`config.mk`:
```
export PLATFORM = sky130hd
export DESIGN_NAME = sliding_trimmed_mean_filter
export DESIGN_NICKNAME = d
export VERILOG_FILES = /design/src/rtl/core/stmf_pkg.sv /design/src/rtl/core/stmf_cell.sv /design/src/rtl/core/stmf_div.sv /design/src/rtl/core/sliding_trimmed_mean_filter.sv
export VERILOG_INCLUDE_DIRS = /design/src /design/src/rtl/core
export SDC_FILE = /design/constraint.sdc
export NUM_CORES = 1
export LEC_CHECK = 0
export BUFFER_PORTS_ARGS = -buffer_cell sky130_fd_sc_hd__clkbuf_2
export CAP_MARGIN = 20
export CORE_ASPECT_RATIO = 1.75
export CORE_MARGIN = 8
export CORE_UTILIZATION = 35
export DETAILED_ROUTE_END_ITERATION = 6
export MAX_ROUTING_LAYER = met4
export PLACE_DENSITY = 0.46
export SLEW_MARGIN = 20
export SYNTH_ARGS = -nofsm -noshare
export SYNTH_HDL_FRONTEND = slang
export SYNTH_SLANG_ARGS = --single-unit
```
`constraint.sdc`:
```
create_clock -name clk_i -period 10.25 [get_ports clk_i]
set_input_delay 1.5375 -clock clk_i [delete_from_list [all_inputs] [get_ports clk_i]]
set_output_delay 1.5375 -clock clk_i [all_outputs]
set_load 0.1 [all_outputs]
```
`src/rtl/core/sliding_trimmed_mean_filter_assert.svh`:
```
// assertion macros for the sliding trimmed mean filter
`ifndef SLIDING_TRIMMED_MEAN_FILTER_ASSERT_SVH
`define SLIDING_TRIMMED_MEAN_FILTER_ASSERT_SVH
`ifndef SYNTHESIS
// property that must hold at every clock edge out of reset
`define STMF_ASSERT_ALWAYS(label, prop, msg) \
  label: assert property (@(posedge clk_i) disable iff (!rst_ni) (prop)) \
    else $error(msg);
// antecedent in one cycle implies consequent in the next
`define STMF_ASSERT_NEXT(label, ante, cons, msg) \
  label: assert property (@(posedge clk_i) disable iff (!rst_ni) (ante) |=> (cons)) \
    else $error(msg);
`else
`define STMF_ASSERT_ALWAYS(label, prop, msg)
`define STMF_ASSERT_NEXT(label, ante, cons, msg)
`endif
`endif

```
`src/rtl/core/stmf_pkg.sv`:
```
// shared types for the sliding trimmed mean filter
package stmf_pkg;

  // what every cell of the sorted chain does in a cycle
  typedef enum logic [1:0] {
    OP_HOLD,
    OP_INSERT,
    OP_ROTATE
  } cell_op_e;

  // control passed from a cell to its right neighbor during insertion
  typedef struct packed {
    logic le;       // compacted entry of this cell is <= the new sample
    logic shifted;  // the oldest entry sits at or left of this cell
  } link_t;

endpackage

```
`src/rtl/core/stmf_cell.sv`:
```
// one cell of the sorted window chain: value plus age
module stmf_cell import stmf_pkg::*; #(
  parameter int SW         = 16,
  parameter int AW         = 3,
  parameter int WINDOW_LEN = 8,
  parameter int RESET_AGE  = 0
) (
  input  logic                 clk_i,
  input  logic                 rst_ni,
  input  cell_op_e             op_i,
  input  logic signed [SW-1:0] sample_i,
  input  link_t                link_i,
  input  logic signed [SW-1:0] left_cmp_val_i,
  input  logic        [AW-1:0] left_cmp_age_i,
  input  logic signed [SW-1:0] left_val_i,
  input  logic        [AW-1:0] left_age_i,
  input  logic signed [SW-1:0] right_val_i,
  input  logic        [AW-1:0] right_age_i,
  input  logic                 right_valid_i,
  output logic signed [SW-1:0] val_o,
  output logic        [AW-1:0] age_o,
  output logic signed [SW-1:0] cmp_val_o,
  output logic        [AW-1:0] cmp_age_o,
  output link_t                link_o
);

  localparam logic [AW-1:0] OldAge = AW'(WINDOW_LEN - 1);

  logic signed [SW-1:0] val_q, val_d;
  logic        [AW-1:0] age_q, age_d;
  logic                 shifted;
  logic                 cmp_valid;
  logic                 le;

  // drop the oldest entry: cells at or right of it take the right neighbor
  assign shifted   = link_i.shifted | (age_q == OldAge);
  assign cmp_val_o = shifted ? right_val_i : val_q;
  assign cmp_age_o = shifted ? right_age_i : age_q;
  assign cmp_valid = shifted ? right_valid_i : 1'b1;
  assign le        = cmp_valid && (cmp_val_o <= sample_i);

  assign link_o.le      = le;
  assign link_o.shifted = shifted;

  always_comb begin
    val_d = val_q;
    age_d = age_q;
    unique case (op_i)
      OP_HOLD: begin
      end
      OP_INSERT: begin
        if (le) begin
          val_d = cmp_val_o;
          age_d = cmp_age_o + AW'(1);
        end else if (link_i.le) begin
          val_d = sample_i;
          age_d = '0;
        end else begin
          val_d = left_cmp_val_i;
          age_d = left_cmp_age_i + AW'(1);
        end
      end
      OP_ROTATE: begin
        val_d = left_val_i;
        age_d = left_age_i;
      end
      default: begin
      end
    endcase
  end

  always_ff @(posedge clk_i or negedge rst_ni) begin
    if (!rst_ni) begin
      val_q <= '0;
      age_q <= AW'(RESET_AGE);
    end else begin
      val_q <= val_d;
      age_q <= age_d;
    end
  end

  assign val_o = val_q;
  assign age_o = age_q;

endmodule

```
`src/rtl/core/stmf_div.sv`:
```
// rounded division by a constant through a reciprocal multiply, half away from zero
module stmf_div #(
  parameter int SUM_W   = 19,
  parameter int OUT_W   = 16,
  parameter int DIVISOR = 6
) (
  input  logic                    clk_i,
  input  logic                    rst_ni,
  input  logic                    start_i,
  input  logic signed [SUM_W-1:0] sum_i,
  output logic                    busy_o,
  output logic                    done_o,
  output logic signed [OUT_W-1:0] quot_o
);

  localparam int MAG_W  = SUM_W + 1;
  localparam int SHIFT  = MAG_W + $clog2(DIVISOR);
  localparam int RCP_W  = MAG_W + 1;
  localparam int PROD_W = MAG_W + RCP_W;
  // ceil(2^SHIFT / DIVISOR): exact floor quotient for every MAG_W-bit magnitude
  localparam logic [RCP_W-1:0] Recip =
    RCP_W'(((64'd1 << SHIFT) + 64'(DIVISOR) - 64'd1) / 64'(DIVISOR));

  logic [MAG_W-1:0]  sum_ext, mag;
  logic [MAG_W-1:0]  mag_q, mag_d;
  logic [PROD_W-1:0] prod;
  logic [OUT_W-1:0]  quo_q, quo_d;
  logic              neg_q, neg_d, busy_q, busy_d, done_q, done_d;

  // magnitude plus half the divisor, so the floor quotient rounds to nearest
  assign sum_ext = {sum_i[SUM_W-1], sum_i};
  assign mag     = (sum_ext[MAG_W-1] ? (~sum_ext + MAG_W'(1)) : sum_ext)
                   + MAG_W'(DIVISOR / 2);

  assign prod = PROD_W'(mag_q) * PROD_W'(Recip);

  // on start the magnitude is registered, then the quotient while busy
  always_comb begin
    mag_d  = mag_q;
    neg_d  = neg_q;
    quo_d  = quo_q;
    busy_d = 1'b0;
    done_d = done_q;
    if (start_i) begin
      mag_d  = mag;
      neg_d  = sum_i[SUM_W-1];
      busy_d = 1'b1;
      done_d = 1'b0;
    end else if (busy_q) begin
      quo_d  = prod[SHIFT +: OUT_W];
      done_d = 1'b1;
    end
  end

  always_ff @(posedge clk_i or negedge rst_ni) begin
    if (!rst_ni) begin
      busy_q <= 1'b0;
      done_q <= 1'b0;
    end else begin
      busy_q <= busy_d;
      done_q <= done_d;
    end
  end

  always_ff @(posedge clk_i) begin
    mag_q <= mag_d;
    neg_q <= neg_d;
    quo_q <= quo_d;
  end

  assign quot_o = neg_q ? (~quo_q + OUT_W'(1)) : quo_q;
  assign busy_o = busy_q;
  assign done_o = done_q;

endmodule

```
`src/rtl/core/sliding_trimmed_mean_filter.sv`:
```
// top level of the sliding trimmed mean filter
// Sliding alpha-trimmed mean: every signed sample replaces the oldest of the last
// WINDOW_LEN samples (all zero after reset), the window is kept sorted, TRIM_COUNT/2
// values are dropped at each end (at most (WINDOW_LEN-1)/2) and the mean of the rest
// is returned, rounded to nearest with ties away from zero, one result per item.
// The window lives in a chain of cells that stays sorted: on the accept edge each cell
// drops the oldest entry and the new sample is inserted in place. The chain then
// rotates once around, feeding an accumulator, and the rounded division by the
// constant kept count, a reciprocal multiply, follows; the result then loads the
// output register, which holds the block back while it stays full. A new item is
// taken while the previous result still waits in the output register.
`include "sliding_trimmed_mean_filter_assert.svh"
module sliding_trimmed_mean_filter import stmf_pkg::*; #(
  parameter int WINDOW_LEN  = 8,
  parameter int TRIM_COUNT  = 2,
  parameter int SAMPLE_BITS = 16
) (
  input  logic                                   clk_i,
  input  logic                                   rst_ni,
  input  logic                                   s_axis_tvalid,
  output logic                                   s_axis_tready,
  input  logic [((SAMPLE_BITS + 7) / 8) * 8-1:0] s_axis_tdata,   // sample
  output logic                                   m_axis_tvalid,
  input  logic                                   m_axis_tready,
  output logic [((SAMPLE_BITS + 7) / 8) * 8-1:0] m_axis_tdata    // filtered_value
);

  localparam int DATA_W   = ((SAMPLE_BITS + 7) / 8) * 8;
  localparam int SW       = SAMPLE_BITS;
  localparam int AW       = $clog2(WINDOW_LEN);
  localparam int KW       = $clog2(WINDOW_LEN);
  localparam int TRIM_RAW = TRIM_COUNT / 2;
  localparam int TRIM_MAX = (WINDOW_LEN - 1) / 2;
  localparam int TRIM     = (TRIM_RAW > TRIM_MAX) ? TRIM_MAX : TRIM_RAW;
  localparam int KEPT     = WINDOW_LEN - 2 * TRIM;
  localparam int SUM_W    = SW + $clog2(WINDOW_LEN);

  // control states
  localparam logic [1:0] ST_IDLE = 2'd0;
  localparam logic [1:0] ST_ACC  = 2'd1;
  localparam logic [1:0] ST_DIV  = 2'd2;

  logic [1:0]              state_q, state_d;
  logic [KW-1:0]           k_q, k_d;
  logic signed [SUM_W-1:0] acc_q, acc_d, addend;
  logic                    in_accept, last_step, in_range, out_load;
  cell_op_e                op;
  logic signed [SW-1:0]    sample;

  logic signed [SW-1:0]    val   [WINDOW_LEN];
  logic        [AW-1:0]    age   [WINDOW_LEN];
  logic signed [SW-1:0]    cval  [WINDOW_LEN];
  logic        [AW-1:0]    cage  [WINDOW_LEN];
  link_t                   link  [WINDOW_LEN+1];
  logic [WINDOW_LEN-1:0]   old_vec;

  logic                    div_start, div_busy, div_done;
  logic signed [SW-1:0]    div_quot;

  logic                    m_valid_q, m_valid_d;
  logic signed [SW-1:0]    m_data_q;

  assign sample    = s_axis_tdata[SW-1:0];
  assign in_accept = s_axis_tvalid && s_axis_tready;

  // the sorted chain
  assign link[0] = '{le: 1'b1, shifted: 1'b0};

  for (genvar i = 0; i < WINDOW_LEN; i++) begin : g_cell
    logic signed [SW-1:0] lcv, lv, rv;
    logic        [AW-1:0] lca, la, ra;
    logic                 rvalid;

    if (i == 0) begin : g_first
      assign lcv = '0;
      assign lca = '0;
      assign lv  = val[WINDOW_LEN-1];   // rotation wraps around
      assign la  = age[WINDOW_LEN-1];
    end else begin : g_inner
      assign lcv = cval[i-1];
      assign lca = cage[i-1];
      assign lv  = val[i-1];
      assign la  = age[i-1];
    end

    if (i == WINDOW_LEN - 1) begin : g_last
      assign rv     = '0;
      assign ra     = '0;
      assign rvalid = 1'b0;
    end else begin : g_notlast
      assign rv     = val[i+1];
      assign ra     = age[i+1];
      assign rvalid = 1'b1;
    end

    stmf_cell #(
      .SW         (SW),
      .AW         (AW),
      .WINDOW_LEN (WINDOW_LEN),
      .RESET_AGE  (i)
    ) u_cell (
      .clk_i          (clk_i),
      .rst_ni         (rst_ni),
      .op_i           (op),
      .sample_i       (sample),
      .link_i         (link[i]),
      .left_cmp_val_i (lcv),
      .left_cmp_age_i (lca),
      .left_val_i     (lv),
      .left_age_i     (la),
      .right_val_i    (rv),
      .right_age_i    (ra),
      .right_valid_i  (rvalid),
      .val_o          (val[i]),
      .age_o          (age[i]),
      .cmp_val_o      (cval[i]),
      .cmp_age_o      (cage[i]),
      .link_o         (link[i+1])
    );

    assign old_vec[i] = (age[i] == AW'(WINDOW_LEN - 1));
  end

  // after a full rotation the last cell has shown every sorted position once,
  // from the top down, so the kept range is symmetric in the step count
  assign last_step = (k_q == KW'(WINDOW_LEN - 1));
  assign in_range  = (k_q >= KW'(TRIM)) && (k_q <= KW'(WINDOW_LEN - 1 - TRIM));
  assign addend    = in_range ? {{(SUM_W - SW){val[WINDOW_LEN-1][SW-1]}},
                                 val[WINDOW_LEN-1]} : '0;

  assign div_start = (state_q == ST_ACC) && last_step;
  assign out_load  = (state_q == ST_DIV) && div_done && (!m_valid_q || m_axis_tready);

  always_comb begin
    state_d = state_q;
    k_d     = k_q;
    acc_d   = acc_q;
    op      = OP_HOLD;
    unique case (state_q)
      ST_IDLE: begin
        if (in_accept) begin
          op      = OP_INSERT;
          k_d     = '0;
          acc_d   = '0;
          state_d = ST_ACC;
        end
      end
      ST_ACC: begin
        op    = OP_ROTATE;
        acc_d = acc_q + addend;
        k_d   = k_q + KW'(1);
        if (last_step) begin
          state_d = ST_DIV;
        end
      end
      ST_DIV: begin
        if (out_load) begin
          state_d = ST_IDLE;
        end
      end
      default: begin
        state_d = ST_IDLE;
      end
    endcase
  end

  always_ff @(posedge clk_i or negedge rst_ni) begin
    if (!rst_ni) begin
      state_q <= ST_IDLE;
      k_q     <= '0;
    end else begin
      state_q <= state_d;
      k_q     <= k_d;
    end
  end

  always_ff @(posedge clk_i) begin
    acc_q <= acc_d;
  end

  stmf_div #(
    .SUM_W   (SUM_W),
    .OUT_W   (SW),
    .DIVISOR (KEPT)
  ) u_div (
    .clk_i   (clk_i),
    .rst_ni  (rst_ni),
    .start_i (div_start),
    .sum_i   (acc_d),
    .busy_o  (div_busy),
    .done_o  (div_done),
    .quot_o  (div_quot)
  );

  // output register
  always_comb begin
    m_valid_d = m_valid_q;
    if (out_load) begin
      m_valid_d = 1'b1;
    end else if (m_axis_tready) begin
      m_valid_d = 1'b0;
    end
  end

  always_ff @(posedge clk_i or negedge rst_ni) begin
    if (!rst_ni) begin
      m_valid_q <= 1'b0;
    end else begin
      m_valid_q <= m_valid_d;
    end
  end

  always_ff @(posedge clk_i) begin
    if (out_load) begin
      m_data_q <= div_quot;
    end
  end

  assign s_axis_tready = (state_q == ST_IDLE);
  assign m_axis_tvalid = m_valid_q;
  assign m_axis_tdata  = DATA_W'({{(DATA_W - SW){1'b0}}, m_data_q});

  // exactly one entry is the oldest, through insertion and rotation alike
  `STMF_ASSERT_ALWAYS(a_one_oldest, $countones(old_vec) == 1, "window ages lost uniqueness")
  // the divider only runs while the control waits for it
  `STMF_ASSERT_ALWAYS(a_div_owned, !div_busy || (state_q == ST_DIV), "divider busy out of turn")
  // an accepted item closes the input until its result is loaded
  `STMF_ASSERT_NEXT(a_accept_closes, in_accept, !s_axis_tready, "input reopened too early")
  // loads go only into a free or draining register; then the item shows and input reopens
  `STMF_ASSERT_NEXT(a_load_valid, out_load, m_axis_tvalid && s_axis_tready,
                    "result load did not present an item")

endmodule

```
* Yosys cells after proc, flatten, opt, wreduce, memory -nomap -nowiden
Cells that the tools add are included.
Word-level totals: output and inout bits 18, register bits 232, input port bits 20, word-level logic and storage cells 173
Cells by class: reductions and logical operators 16, muxes and demuxes 81, bitwise logic cells 10, $mul 1, equal/unequal tests 16, $add $sub $neg 13, magnitude comparators 10
Operator list (number):
- 16-bit two-way mux | 24
- 16-bit one-hot mux with 2 select lines | 8
- 16-bit less-or-equal comparator | 8
- 3-bit two-way mux | 24
- 3-bit one-hot mux with 2 select lines | 9
- 20-bit by 20-bit multiplier with 38-bit output (second input constant) | 1
- 19-bit two-way mux | 2
- 19-bit one-hot mux with 2 select lines | 1
- 3-bit by 1-bit adder with 3-bit output (second input constant) | 9
- 3-bit equality test (second input constant) | 9
- 20-bit by 1-bit adder with 20-bit output (second input constant) | 1
- 20-bit by 2-bit adder with 20-bit output (second input constant) | 1
- 20-bit two-way mux | 1
- 20-bit NOT | 1
- 19-bit adder | 1
- 16-bit by 1-bit adder with 16-bit output (second input constant) | 1
- 16-bit NOT | 1
- 2-bit nonzero test | 4
- 1-bit two-way mux | 7
- 1-bit bitwise OR | 7
- 1-bit logical AND | 6
- 2-bit two-way mux | 3
- 2-bit one-hot mux with 3 select lines | 1
- 2-bit by 1-bit equality test with 1-bit output (second input constant) | 2
- 12 further kinds | 15

* Logic depth before layout (Yosys ltp)
Gate-level depths: netlist (run 1).
depth in word-level cells 13, mapped depth 25, mapped depth without buffers 22

* By module
A second synthesis (run 1) with hierarchy kept.
Second synthesis, totals: cell total of the unflattened synthesis 3596, area total of the unflattened synthesis 30227.7 µm²
Modules (own cells, without submodules):
- stmf_div | times used 1, area an instance 9349.0 µm², cells each 963, seq. area each 1161.1 µm²
- stmf_cell at g_cell[3].u_cell ... | times used 3, area an instance 2312.2 µm², cells each 298, seq. area each 478.0 µm²
- stmf_cell at g_cell[2].u_cell ... | times used 2, area an instance 2311.0 µm², cells each 298, seq. area each 476.7 µm²
- sliding_trimmed_mean_filter | times used 1, area an instance 2491.1 µm², cells each 264, seq. area each 1011.0 µm²
- stmf_cell at g_cell[7].u_cell | times used 1, area an instance 2313.5 µm², cells each 298, seq. area each 479.2 µm²
- stmf_cell at g_cell[0].u_cell | times used 1, area an instance 2309.7 µm², cells each 298, seq. area each 475.5 µm²
- stmf_cell at g_cell[1].u_cell | times used 1, area an instance 2205.9 µm², cells each 283, seq. area each 476.7 µm²

* Least setup slack after synthesis (run 1)
Ideal clock, no wire load.
path kind reg-to-reg, start register u_div.mag_q[0], end register u_div.quo_q[15] (data pin), cell stages (with the launch flop) 22, data arrival time 5.884 ns, slack 4.107 ns, buffers on the path 0, period minus slack after synthesis 6.143 ns, required time 9.990 ns, setup time 0.260 ns, path through edfxtp_1 > ha_1 > ha_1 > inv_1 > fa_1 > inv_1 > fa_1 > inv_1 > fa_1 > inv_1 > fa_1 > fa_1 > ha_1 > o21a_1 > o21ai_0 > o21a_1 > a21oi_1 > a21oi_1 > o311ai_0 > a221o_1 > a21oi_1 > xnor2_1
On the way: word-level cells in the longest chain between the ends 1
Ends and longest elaborated chain:
- from (decl) | line stmf_div.sv:25 | logic [MAG_W-1:0] mag_q, mag_d;
- from (signal assigned) | line stmf_div.sv:66 | mag_q <= mag_d;
- 20-bit by 20-bit multiplier with 38-bit output | line stmf_div.sv:35 | assign prod = PROD_W'(mag_q) * PROD_W'(Recip);
- named net u_div.prod[38] | line stmf_div.sv:26 | logic [PROD_W-1:0] prod;
- to (signal assigned) | line stmf_div.sv:68 | quo_q <= quo_d;
- to (decl) | line stmf_div.sv:27 | logic [OUT_W-1:0] quo_q, quo_d;
The timed path passes the listed nets, and every way through them passes these cells. A chain may end at the register's enable or synchronous reset.

* Worst setup path after layout (run 1)
start register u_div.mag_q[1], end register u_div.quo_q[15] (data pin)
The elaborated chain is that of the path after synthesis.

==> results by stage, run 1 <==
Run status:
- The flow ran to the end, and the final reports show no timing, DRC or antenna violations.

Critical path:
- The data arrival time of the worst path is 7480 ps.
- The capturing element type of the critical path is a register.
- The kind of critical path is register to register.
- The critical register-to-register path endpoint is u_div.quo_q[15]$_DFFE_PP_.
- At the worst endpoint, the required time is 10600 ps.
- Counting cells, the worst reg-to-reg path comes to 20.
- The worst-case register-to-register setup slack is 3120 ps.
- In this run the critical register-to-register path is launched from u_div.mag_q[1]$_DFFE_PP_.
- The critical path starts at u_div.mag_q[1]$_DFFE_PP_.
- The kind of launch point of the worst setup path is a register.
- Of all nets on the critical path, the largest fanout is 6.

Cells and area:
- Relative to the synthesized area, the layout overhead comes to 8.04%.
- In the final layout, the share of cells above drive strength 1 is 0.0766.
- The share of the core filled with cells in the final layout is 0.379.
- The final layout contains 3243 nets.

Place:
- The number of buffer cells added on primary ports is 37.
- Detailed placement finished with a half-perimeter wire length of 68300 µm.
- At the end of routability-driven placement, the weighted congestion stood at 0.972.

STA:
- The transition time at the pin with the least slew margin is 1090 ps.
- The final critical path time including I/O delays and setup is 7130 ps.
- The clock skew after layout is 15.8 ps.
- Setup repair after global routing left no endpoint under its margin.
- In the finished design, the share of the clock period the worst path needs comes to 0.696.
- The number of pins with negative max-slew slack in the final report is 0.
- In this run the tightest slew margin relative to its limit is 0.276.
- After routing, the total negative slack on setup checks comes to 0 ps.
- The achievable frequency is 140 MHz.
- Setup violations remaining at the end of the flow were counted as 0.
- The final hold violation count is 0.

Min path:
- The end point of the most critical hold path is u_div.done_o$_DFFE_PN0P_.
- The type of the worst min-delay path is register to register.
- The start point of the worst min-delay path is u_div.busy_o$_DFF_PN0_.
- Counting instances, the worst hold path has a depth of 2.

Synth:
- The synthesized area is 25100 µm².
- The most frequently used flop master after synthesis is sky130_fd_sc_hd__dfrtp_1.
- The count of flip-flops with a built-in enable after synthesis is 53.
- Synthesis produced 2797 cells.
- The number of different library cells used by synthesis comes to 96.
- The post-synthesis sequential area ratio is 0.239.
- The mean instance size in the synthesized netlist is 8.97 µm².
- During synthesis, Yosys emitted a total of 0 warnings.
- The post-synthesis async set-or-reset flop share is 0.690.
- The number of nets handed over by synthesis was 3293.
- In this run, synthesis produced a sequential element count of 232.

Floorplanning:
- For this configuration, the core starts out at a cell density of 0.351.
- For this design the top-level I/O count stands at 38.
- The die is 370 µm tall.
- The horizontal extent of the die is 218 µm.
- The initialized floorplan defines 130 standard-cell rows.
- The floorplan step defined a die boundary enclosing 80800 µm².
- The area of the core is 71400 µm².

CTS:
- The CTS tree is yes.
- Clock-pin slew was measured on the worst setup and hold paths at 60 ps.
- The hold buffer count at cts is 0.
- The post-CTS setup repair buffer count is 0.
- The number of gates resized after CTS is 0.
- The buffer depth of the longest clock path is 3.
- Clock latency on the worst-skew pair, taken at its later pin, is 600 ps.
- The root buffer cell is sky130_fd_sc_hd__clkbuf_16.
- The TritonCTS buffer count is 29.
- In this run the number of H-tree levels came out at 1.
- Clock tree synthesis found a total of 232 sinks.

GRT:
- The maximum number of pins on one net before global-route repair is 80.
- The number of global-route vias before repair is 22.4k.
- Across every metal layer, demand over resource in global routing totals 0.216.
- The initial antenna violation count was 1.
- The overall overflow remaining after global route is 0.
- The first global-routing pass estimated 131000 µm of wire.

Routing:
- Dividing the detail-routed wire length by the instance count gives 23.2 µm.
- In this run, the number of DRC markers left after iteration 0 of detailed routing was 1628.
- Summed over all layers, the routed wires come to 85900 µm.
- The first-pass iteration count of the detailed router is 6.
- The number of nets still failing antenna checks after routing is 0.
- The routed via count divided by cell count is 5.68.
- The detailed router placed 21.0k vias in this run.
- In the routed design, unresolved DRC markers number 0.

Job:
- The number of violations of the max-capacitance limit is 0.
per-stage QoR:
stage | instance area (µm²) | hold WS [ps] | setup WS, ps | std cells
2_1_floorplan | 25100 | 453 | 4110 | 2797
3_3_place_gp | 26200 | 472 | 3100 | 3640
3_5_place_dp | 26200 | 491 | 3020 | 3640
4_1_cts | 27100 | 505 | 3010 | 3693
5_1_grt | 27100 | 526 | 2780 | 3694
6_report | 27100 | 499 | 3120 | 3694
sequential cells by signal, summed over array words and instances, names as in the netlist, 2 cells and up:
| register | flops |
|---|---|
| state_q | 2 |
| g_cell.u_cell.age_o | 24 |
| acc_q | 19 |
| u_div.mag_q | 20 |
| k_q | 3 |
| u_div.quo_q | 16 |
| g_cell.u_cell.val_o | 128 |
| m_axis_tdata | 16 |
Yosys cell counts (all sizes together) (53+ instances only):
master	n	area [µm²]
mux2i	119	1190
inv	313	1170
fa	140	2800
dfrtp	148	3700
ha	336	4200
edfxtp	53	1590
a222oi	66	661
xnor2	60	526
nor2	172	646
clkbuf	121	454
o21ai	162	815
nand2	281	1050
a21oi	132	668
worst max path at each step:
stage,cells past startpoint,slack (ps),to
floorplan,21,4110,u_div.quo_q[15]$_DFFE_PP_
global placement,19,3100,u_div.quo_q[15]$_DFFE_PP_
detailed placement,20,3020,u_div.quo_q[15]$_DFFE_PP_
CTS,20,3010,u_div.quo_q[15]$_DFFE_PP_
global route,20,2780,u_div.quo_q[15]$_DFFE_PP_
finish,20,3120,u_div.quo_q[15]$_DFFE_PP_
layout by cell type (no fill, tap or decap), drive strengths merged, types with 43 or more instances in the layout:
master  instances
a21o           49
a21oi         132
a222oi         66
a22oi          49
clkbuf         72
dfrtp         148
edfxtp         53
fa            140
ha            336
inv           317
mux2i         119
nand2         281
nand3          43
nor2          172
o21ai         162
xnor2          60
area by class of cell:
type,count,area (µm²)
clock buffer,36,762
fill,7217,44300
antenna,1,2.50
timing repair buffer,70,439
inverter,314,1180
sequential,232,5990
clock inverter,17,173
tap,924,1160
multi-input combinational,2100,17400
cells by family after synthesis:
logic type / after synthesis / synth area share
mux: 156 / 0.0644
simple gates: 704 / 0.131
compound gates: 683 / 0.187
flops: 232 / 0.239
xor+xnor: 80 / 0.0282
fa+ha+maj: 476 / 0.279
buf+inv: 465 / 0.0713
other cells: 1 / 0.000150
routing by layer:
layer  vias to the layer above  wire length, µm  global-route usage
li1                       9851                -                   -
met1                     10300            28100               0.195
met2                       591            48600               0.420
met3                       260             2490              0.0157
met4                         0             6630               0.146
met5                         -                0                   -
critical path: stages, from the launching register on:
cell and delay (ps):
sky130_fd_sc_hd__edfxtp_1 520, sky130_fd_sc_hd__ha_1 550, sky130_fd_sc_hd__inv_1 110, sky130_fd_sc_hd__fa_1 510, sky130_fd_sc_hd__fa_1 550, sky130_fd_sc_hd__inv_1 60
sky130_fd_sc_hd__fa_1 500, sky130_fd_sc_hd__fa_1 530, sky130_fd_sc_hd__fa_1 460, sky130_fd_sc_hd__ha_1 290, sky130_fd_sc_hd__ha_1 320, sky130_fd_sc_hd__a21o_1 120
sky130_fd_sc_hd__a21o_1 100, sky130_fd_sc_hd__a21oi_1 90, sky130_fd_sc_hd__o211a_1 130, sky130_fd_sc_hd__a21oi_1 420, sky130_fd_sc_hd__a21oi_1 210, sky130_fd_sc_hd__o311ai_0 890
sky130_fd_sc_hd__a221o_1 300, sky130_fd_sc_hd__a21oi_1 90, sky130_fd_sc_hd__xnor2_1 120
Power of run 1 is not shown: default switching activity piles up to over one toggle a cycle in this logic, so the estimate is an artifact.
==> inputs of run 2 (changes only) <==
--- a/config.mk
+++ b/config.mk
@@ -13,7 +13,7 @@
 export CORE_UTILIZATION = 35
 export DETAILED_ROUTE_END_ITERATION = 6
 export MAX_ROUTING_LAYER = met4
-export PLACE_DENSITY = 0.46
+export PLACE_DENSITY = 0.48
 export SLEW_MARGIN = 20
 export SYNTH_ARGS = -nofsm -noshare
 export SYNTH_HDL_FRONTEND = slang
==> constraint.sdc (replaced) <==
create_clock -name clk_i -period 6.4 [get_ports clk_i]
set_input_delay 0.96 -clock clk_i [delete_from_list [all_inputs] [get_ports clk_i]]
set_output_delay 0.96 -clock clk_i [all_outputs]
set_load 0.1 [all_outputs]
==> run 2 against run 1 <==
Against the previous run: maximum frequency grew 16%; via count grew 0.98%; the run now ends with design-rule violations left; clock skew rose by 13 ps; core utilization increased by 0.77 points; first-iteration DRC count fell by 14%; global-route usage is 0.33 points lower; register-to-register slack got worse by 2900 ps; hold slack worse by 45 ps; die area unchanged; count of clock-buffer cells in the layout up 2; worst setup slack worse by 2900 ps; critical path depth unchanged.
==> results by stage, run 2 (synthesis gave the netlist of run 1 again) <==
Cells and area:
- The final design instance area without fill came to 27600 µm² (+2.0%).
- The most common cell after layout, fill and taps aside is sky130_fd_sc_hd__ha_1.
- Relative to the synthesized area, the layout overhead comes to 10.2%.
- The top cell types in the final layout, fill and taps aside, are sky130_fd_sc_hd__ha_1 (332), sky130_fd_sc_hd__inv_1 (312), sky130_fd_sc_hd__nand2_1 (281).
- The layout net count is 3307 (+2.0%).
- The number of flip-flops in the largest register is 128 (unchanged).
- The number of fill cells in the layout came to 7151 (-0.91%).
- The ratio of cells with drive above 1 in the final layout is 0.0999 (+0.0233).

Job:
- The number of violations of the max-capacitance limit is 0 (unchanged).

STA:
- The transition time at the pin with the least slew margin is 1120 ps (+33.3 ps).
- The final hold violation count is 0 (unchanged).
- The clock skew after layout is 28.9 ps (+13.1 ps).
- The number of pins with negative max-slew slack in the final report was 0 (unchanged).
- The final clock period utilization by the worst path is 0.965 (+0.269).
- Setup repair after global routing left no endpoint under its margin.
- The post-route worst setup slack is 225 ps (-2890 ps).
- The post-route worst hold slack was 454 ps (-44.7 ps).
- The final critical path time including I/O delays and setup is 6170 ps (-959 ps).
- The worst max-slew margin expressed relative to the limit was 0.254 (-0.0222).
- The achievable frequency is 162 MHz (+16%).
- The final count of negative-setup-slack endpoints is 0 (unchanged).
- The final sum of negative setup slack is 0 ps (unchanged).

Critical path:
- The master of the slowest instance on the critical path is sky130_fd_sc_hd__fa_1.
- STA classifies the critical path startpoint as a register.
- The count of buffer and inverter cells on the critical path is 5 (+3).
- In this design, the largest share of critical-path delay is due to adder cells.
- The startpoint identified for the worst register-to-register timing path is u_div.mag_q[4]$_DFFE_PP_.
- The largest incremental delay on the critical path is 640 ps (-250 ps).
- The depth of the most critical reg-to-reg path came to 20 (unchanged).
- In this run the critical register-to-register path is captured at u_div.quo_q[14]$_DFFE_PP_.
- The capturing element type of the critical path is a register.
- The worst-case register-to-register setup slack is 230 ps (-2890 ps).
- The kind of critical path is register to register.
- The worst endpoint required time is 6750 ps (-3850 ps).
- Walking the worst path, the cells encountered are buf_4 > ha_1 > inv_1 > fa_1 > inv_1 > fa_1 > fa_1 > fa_1 > fa_1 > ha_1 > ha_1 > a21oi_2 > o211a_1 > a21oi_2 > a21oi_2 > o311ai_1 > buf_4 > a221o_1 > buf_4 > xor2_1.
- The library cell appearing most often on the critical path is sky130_fd_sc_hd__fa_1.
- The data arrival time of the worst path is 6520 ps (-960 ps).
- The maximum net fanout on the critical path is 3 (-3).

Routing:
- The first-pass iteration count of the detailed router is 7 (+1).
- The wire length reported by the detailed router is 84700 µm (-1.4%).
- The routed wire length on met3 is 2680 µm (+7.7%).
- The via count of the routed design is 21.2k (+0.98%).
- The met2 routed wirelength is 48600 µm (-0.15%).
- The length of routed wiring on met1 came to 28900 µm (+3.0%).
- The routed via count divided by cell count is 5.64 (-0.80%).
- The average wire length per cell after detail routing is 22.5 µm (-3.1%).
- The number of nets still failing antenna checks after routing was 0 (unchanged).
- The first-iteration detailed-routing DRC count is 1398 (-14%).
- The highest layer touched by signal routing is met4.
- The count of unresolved DRC violations after routing came to 5 (+5).

Floorplanning:
- The initial core utilization is 0.351 (unchanged).
- The area of the core is 71400 µm² (unchanged).
- The horizontal extent of the die is 218 µm (unchanged).
- The row count was 130 (unchanged).
- The height of the die was 370 µm (unchanged).
- The boundary pin count is 38 (unchanged).
- The floorplan die area is 80800 µm² (unchanged).

GRT:
- The overall overflow remaining after global route came to 0 (unchanged).
- The initial antenna violation count is 2 (+1).
- The global-route wire length before repair is 130000 µm (-0.70%).
- The number of global-route vias before repair is 22.2k (-1.2%).
- The global router's overall resource usage is 0.212 (-0.00330).
- The maximum number of pins on one net before global-route repair came to 83 (+3.8%).

Place:
- The cell area after placement is 26600 µm² (+1.8%).
- The worst slack at placement came to -183 ps (-3200 ps).
- The global placement routability congestion is 0.958 (-1.4%).
- The HPWL reported at the end of detailed placement is 67100 µm (-1.8%).
- The number of buffer cells added on primary ports is 37 (unchanged).

CTS:
- The buffer depth of the longest clock path came to 3 (unchanged).
- The number of sinks on the clock net is 232 (unchanged).
- The TritonCTS buffer count is 28 (-3.4%).
- The maximum level of the CTS H-tree is 1 (unchanged).
- The insertion delay to the later sink of the worst-skew pair is 600 ps (about the same).
- The clock transition at the registers of the reported paths is 60 ps (about the same).
- In this run the clock root is driven by a sky130_fd_sc_hd__clkbuf_16.
- TritonCTS built the clock tree.
- The hold buffer count at cts was 0 (unchanged).

Run status:
- The final reports fail on design-rule violations.
- The flow ran to the end, but the final reports show violations.

Min path:
- The type of the worst min-delay path is input port to async pin.
## run 2: changes by cell type in the layout (fill, tap and decap cells not counted), moves of 4 or more
cell | before | now
sky130_fd_sc_hd__a21oi_1 | 129 | 125
sky130_fd_sc_hd__buf_4 | 33 | 96
sky130_fd_sc_hd__a21oi_2 | 3 | 7
sky130_fd_sc_hd__ha_1 | 336 | 332
## run 2: worst max-delay path by stage
stage / from / endpoint / slack, ps / cells after the start
floorplan: u_div.mag_q[0]$_DFFE_PP_ / u_div.quo_q[15]$_DFFE_PP_ / 260 / 21
global placement: u_div.mag_q[4]$_DFFE_PP_ / u_div.quo_q[15]$_DFFE_PP_ / -160 / 21
detailed placement: u_div.mag_q[4]$_DFFE_PP_ / u_div.quo_q[15]$_DFFE_PP_ / -180 / 21
CTS: u_div.mag_q[4]$_DFFE_PP_ / u_div.quo_q[15]$_DFFE_PP_ / 0.07 / 21
global route: u_div.mag_q[4]$_DFFE_PP_ / u_div.quo_q[9]$_DFFE_PP_ / 6 / 24
finish: u_div.mag_q[4]$_DFFE_PP_ / u_div.quo_q[14]$_DFFE_PP_ / 230 / 20
## run 2: final cells by class
cell class	instances	area, µm²	area share
Multi-Input combinational cell	2100	17500	0.631
Sequential cell	232	5990	0.217
Inverter	314	1180	0.0426
Tap cell	924	1160	0.0418
Timing Repair Buffer	135	952	0.0344
Clock buffer	38	768	0.0278
Clock inverter	14	134	0.00484
Antenna cell	3	7.51	0.000272
## run 2: repair_timing
action	4_1_cts	5_1_grt
gates resized for setup	3	12
endpoints found under the setup margin	6	8
pin swaps	1	8
setup buffers	2	2
## run 2: layer usage
layer / GRT usage / vias to the layer above
met1: 0.201 / 10400
met4: 0.105 / 0
met5: - / -
li1: - / 9996
met2: 0.419 / 549
met3: 0.0168 / 207
## run 2: metrics by stage
stage,util,instances
after global routing,0.387,3759
after detailed placement,0.373,3701
final,0.387,3760
after global placement,0.373,3701
after floorplan,-,2797
after CTS,0.386,3755
Power of run 2 is left out for the same reason.
